`config.mk`:
```
export PLATFORM = sky130hd
export DESIGN_NAME = pedd_front
export DESIGN_NICKNAME = d
export VERILOG_FILES = /design/src/rtl/pedd_pkg.sv /design/src/rtl/pedd_front.sv
export SDC_FILE = /design/constraint.sdc
export NUM_CORES = 1
export LEC_CHECK = 0
export BUFFER_PORTS_ARGS = -buffer_cell sky130_fd_sc_hd__buf_2
export CAP_MARGIN = 20
export CORE_ASPECT_RATIO = 0.9
export CORE_UTILIZATION = 45
export CTS_CLUSTER_DIAMETER = 120
export DETAILED_ROUTE_END_ITERATION = 7
export HOLD_SLACK_MARGIN = 0.1
export PLACE_DENSITY = 0.7
export SYNTH_ARGS = -nofsm -noshare
export SYNTH_HDL_FRONTEND = slang
export SYNTH_SLANG_ARGS = --single-unit
```
`constraint.sdc`:
```
create_clock -name clk -period 5.2 [get_ports clk]
set_clock_uncertainty 0.1 [all_clocks]
set_input_delay 0.52 -clock clk [delete_from_list [all_inputs] [get_ports clk]]
set_output_delay 0.52 -clock clk [all_outputs]
set_load 0.1 [all_outputs]
```
`src/rtl/pedd_pkg.sv`:
```
`default_nettype none
// ============================================================================
// pedd_pkg
// Shared types, sizes and helpers for the palette error-diffusion ditherer.
// ============================================================================
package pedd_pkg;

    localparam int MAX_WIDTH  = 4096;
    localparam int LIST_DEPTH = 32768;
    localparam int CELL_COUNT = 4096;

    localparam int COL_W  = $clog2(MAX_WIDTH);
    localparam int LIST_W = $clog2(LIST_DEPTH);
    localparam int CELL_W = $clog2(CELL_COUNT);
    localparam int ERR_W  = 12;
    localparam int WANT_W = 14;

    localparam logic [1:0] CONV_GRAY   = 2'd0;
    localparam logic [1:0] CONV_DITHER = 2'd1;

    localparam logic [0:0] REG_CONV_MODE = 1'b0;
    localparam logic [0:0] REG_ROW_WIDTH = 1'b1;

    localparam logic [1:0]  CONV_MODE_RESET = 2'd1;
    localparam logic [11:0] ROW_WIDTH_RESET = 12'd512;

    typedef enum logic [1:0] {
        KIND_PAL   = 2'd0,
        KIND_CELL  = 2'd1,
        KIND_LIST  = 2'd2,
        KIND_PIXEL = 2'd3
    } kind_t;

    typedef struct packed {
        kind_t       kind;
        logic [14:0] address;
        logic [15:0] load_value;
        logic [7:0]  red;
        logic [7:0]  green;
        logic [7:0]  blue;
        logic        frame_start;
    } item_t;

    typedef struct packed {
        logic [1:0]  conv_mode;
        logic [11:0] row_width;
    } cfg_t;

    function automatic logic signed [ERR_W-1:0] sat12(input logic signed [16:0] v);
        logic signed [ERR_W-1:0] res;
        if (v > 17'sd2047)
            res = 12'sd2047;
        else if (v < -17'sd2048)
            res = -12'sd2048;
        else
            res = v[ERR_W-1:0];
        return res;
    endfunction

    function automatic logic [7:0] clamp8(input logic signed [WANT_W-1:0] v);
        logic [7:0] res;
        if (v < 0)
            res = 8'd0;
        else if (v > 14'sd255)
            res = 8'd255;
        else
            res = v[7:0];
        return res;
    endfunction

endpackage
`default_nettype wire

```
`src/rtl/pedd_front.sv`:
```
`default_nettype none
// ============================================================================
// pedd_front
// Input stage: take words, tag their kind and hold them in a two-entry queue.
// ============================================================================
module pedd_front (
    input  wire logic           clk,
    input  wire logic           rst_n,
    input  wire logic           in_valid,
    output logic                in_ready,
    input  wire logic [1:0]     mode,
    input  wire logic [14:0]    address,
    input  wire logic [15:0]    load_value,
    input  wire logic [7:0]     red_in,
    input  wire logic [7:0]     green_in,
    input  wire logic [7:0]     blue_in,
    input  wire logic           frame_start,
    output logic                q_valid,
    output pedd_pkg::item_t     q_item,
    input  wire logic           q_pop
);
    import pedd_pkg::*;

    item_t      slot_reg [2];
    logic       wr_ptr_reg;
    logic       rd_ptr_reg;
    logic [1:0] count_reg;
    item_t      word_in;
    logic       push;
    logic       pop;

    always_comb
    begin
        word_in.kind        = kind_t'(mode);
        word_in.address     = address;
        word_in.load_value  = load_value;
        word_in.red         = red_in;
        word_in.green       = green_in;
        word_in.blue        = blue_in;
        word_in.frame_start = frame_start;
    end

    assign in_ready = (count_reg != 2'd2);
    assign q_valid  = (count_reg != 2'd0);
    assign q_item   = slot_reg[rd_ptr_reg];
    assign push     = in_valid && in_ready;
    assign pop      = q_pop && q_valid;

    always_ff @(posedge clk)
    begin
        if (push)
            slot_reg[wr_ptr_reg] <= word_in;
    end

    always_ff @(posedge clk or negedge rst_n)
    begin
        if (!rst_n)
        begin
            wr_ptr_reg <= 1'b0;
            rd_ptr_reg <= 1'b0;
            count_reg  <= 2'd0;
        end
        else
        begin
            if (push)
                wr_ptr_reg <= ~wr_ptr_reg;
            if (pop)
                rd_ptr_reg <= ~rd_ptr_reg;
            if (push && !pop)
                count_reg <= count_reg + 2'd1;
            else if (pop && !push)
                count_reg <= count_reg - 2'd1;
        end
    end

endmodule
`default_nettype wire

```
==> results.cfg <==
[clock_tree]
path_clk_slew_ns = 0.05
cts_num_sinks = 120
cts_setup_buffers = 0
cts_buffer_depth = 2
cts_hold_buf = 56
cts-buffers-inserted = 17
cts-resized-gates = 0
cts_tree = built
clock_latency_ns = 0.50
cts_root_buf = clkbuf_8
cts-htree-levels = 4

[detailed_routing]
firstDrtPassIters = 4
avgViaCountPerCell = 4.67
drc = 0
vias = 2473
detail-route-antenna-nets = 0
drt_iter0_drc = 84
wl_per_cell_um = 15.7
route.final.wire_length_um = 8290

[yosys]
netlist_area_sq_mm = 0.00443
ys_warn_count = 0
netlist-cell-type-count = 16
ys_top_cells_by_area = edfxtp_1, mux2_2, mux2_4
synth_area_per_cell_sq_um = 22.2
synth_area_leader_cell = edfxtp_1
synthCells = 199
yosysTopAreaCellShare_pct = 78.7
ys_seq_area_share_pct = 81.0
syn_nets = 262
synth_seq_cells = 120

[global_routing]
grt_pass1_vias = 2616
grt_max_degree = 59
grt-ovfl-total = 0
antenna_found_initial = 0
grt_use_total_pct = 17.8
grt_pass1_wl_um = 12900

[final_layout]
mostFrequentLayoutCell = buf_2
final_cell_mix = buf_2, edfxtp_1, dlygate4sd3_1
fin_nets = 457
antenna-diode-count = 0
largest_register_ffs = 116
areaGrowthSynthToFinish_pct = 42.9
layout-drive-gt1-share_pct = 52.8
fin_cells = 529

[timing]
max_freq_ghz = 0.306
max_slew_margin_pct = 42.0
period_needed_ns = 3.27
slew_violations = 0
setup_violations = 0
worstMarginPinSlew_ns = 0.868
post-route-period-util_pct = 62.8
tns_ns = 0
fin_ws_ns = 1.93
final-hold-violation-count = 0
rsz0062_at_grt = false

[die]
ios = 122
dieArea_sq_mm = 0.0102
start_util_pct = 47.4
core-area_sq_mm = 0.00933
rows = 33
fp.dieH_um = 96.1
die_w_um = 107

[setup_path]
cp-start-kind = flip-flop
rr_worst_depth = 4
required_ns = 4.58
critPathMaxFanout = 35
cp.arrival_ns = 2.65
critPathKind = flip-flop to output port
worstSetupEndpointType = output port

[hold_path]
hold_path_depth = 3
hp-class = input pin to flip-flop

[flow_run]
drv_cap = 0

[placement]
dp_slack_ns = 2.44
placed_cells = 438
dpl.hpwl_um = 4680
portBuffers = 121
gp_congestion = 0.705

[outcome]
outcome = finished clean
-- metrics by stage --
step	hold WS, ns	util, %	area [sq um]
floorplan	0.124	-	4430
global placement	0.228	55.3	5160
detailed placement	0.233	55.3	5160
CTS	0.101	67.5	6290
global route	0.200	67.8	6320
finish	0.210	67.8	6320
-- worst max-delay path, cell delays in order, from the launching register on --
cell	delay [ns]
dfrtp_2	0.94
buf_4	0.51
mux2_2	0.39
buf_2	0.29
-- cells in the mapped netlist --
master	n
nand2b_1	1
xor2_1	2
xnor2_1	3
nor2_1	2
nand2_1	2
inv_1	1
buf_2	4
ha_1	1
dfrtp_1	4
edfxtp_1	116
buf_6	2
and3_1	1
mux2_2	48
or2_2	1
mux2_4	10
buf_8	1
-- cell type report --
class | count | area [sq um]
clock buffer | 18 | 418
tap | 122 | 153
timing repair buffer | 183 | 1220
multi-input combinational | 71 | 790
fill | 627 | 3010
clock inverter | 14 | 158
sequential | 120 | 3580
inverter | 1 | 3.75
-- routing by layer --
metal | global-route usage [%] | wire (um) | up-vias
li1 | - | - | 1174
met1 | 20.8 | 3470 | 1184
met2 | 29.9 | 4150 | 106
met3 | 7.85 | 611 | 9
met4 | 5.48 | 64 | 0
met5 | 0 | 0 | -
-- worst paths after layout --
kind	start	endpoint	slack (ns)
min in group asynchronous	rst_n	wr_ptr_reg	0.25
setup / recovery	rd_ptr_reg	q_item[50]	1.93
hold / removal	q_pop	rd_ptr_reg	0.21
setup reg to reg	count_reg[0]	slot_reg[0][25]	2.84
max in group asynchronous	rst_n	rd_ptr_reg	4.62
hold reg to reg	count_reg[1]	count_reg[1]	0.40
-- kinds of logic (layout without fill, tap and decap cells) --
logic type / count (synthesis) / after routing / synth area share, %
mux: 58 / 58 / 15.6
fa+ha+maj: 1 / 1 / 0.283
flops: 120 / 120 / 81.0
simple gates: 7 / 7 / 0.764
xor+xnor: 5 / 5 / 0.990
buf+inv: 8 / 216 / 1.39
Power is not shown: default switching activity piles up to over one toggle a cycle in this logic, so the estimate is an artifact.
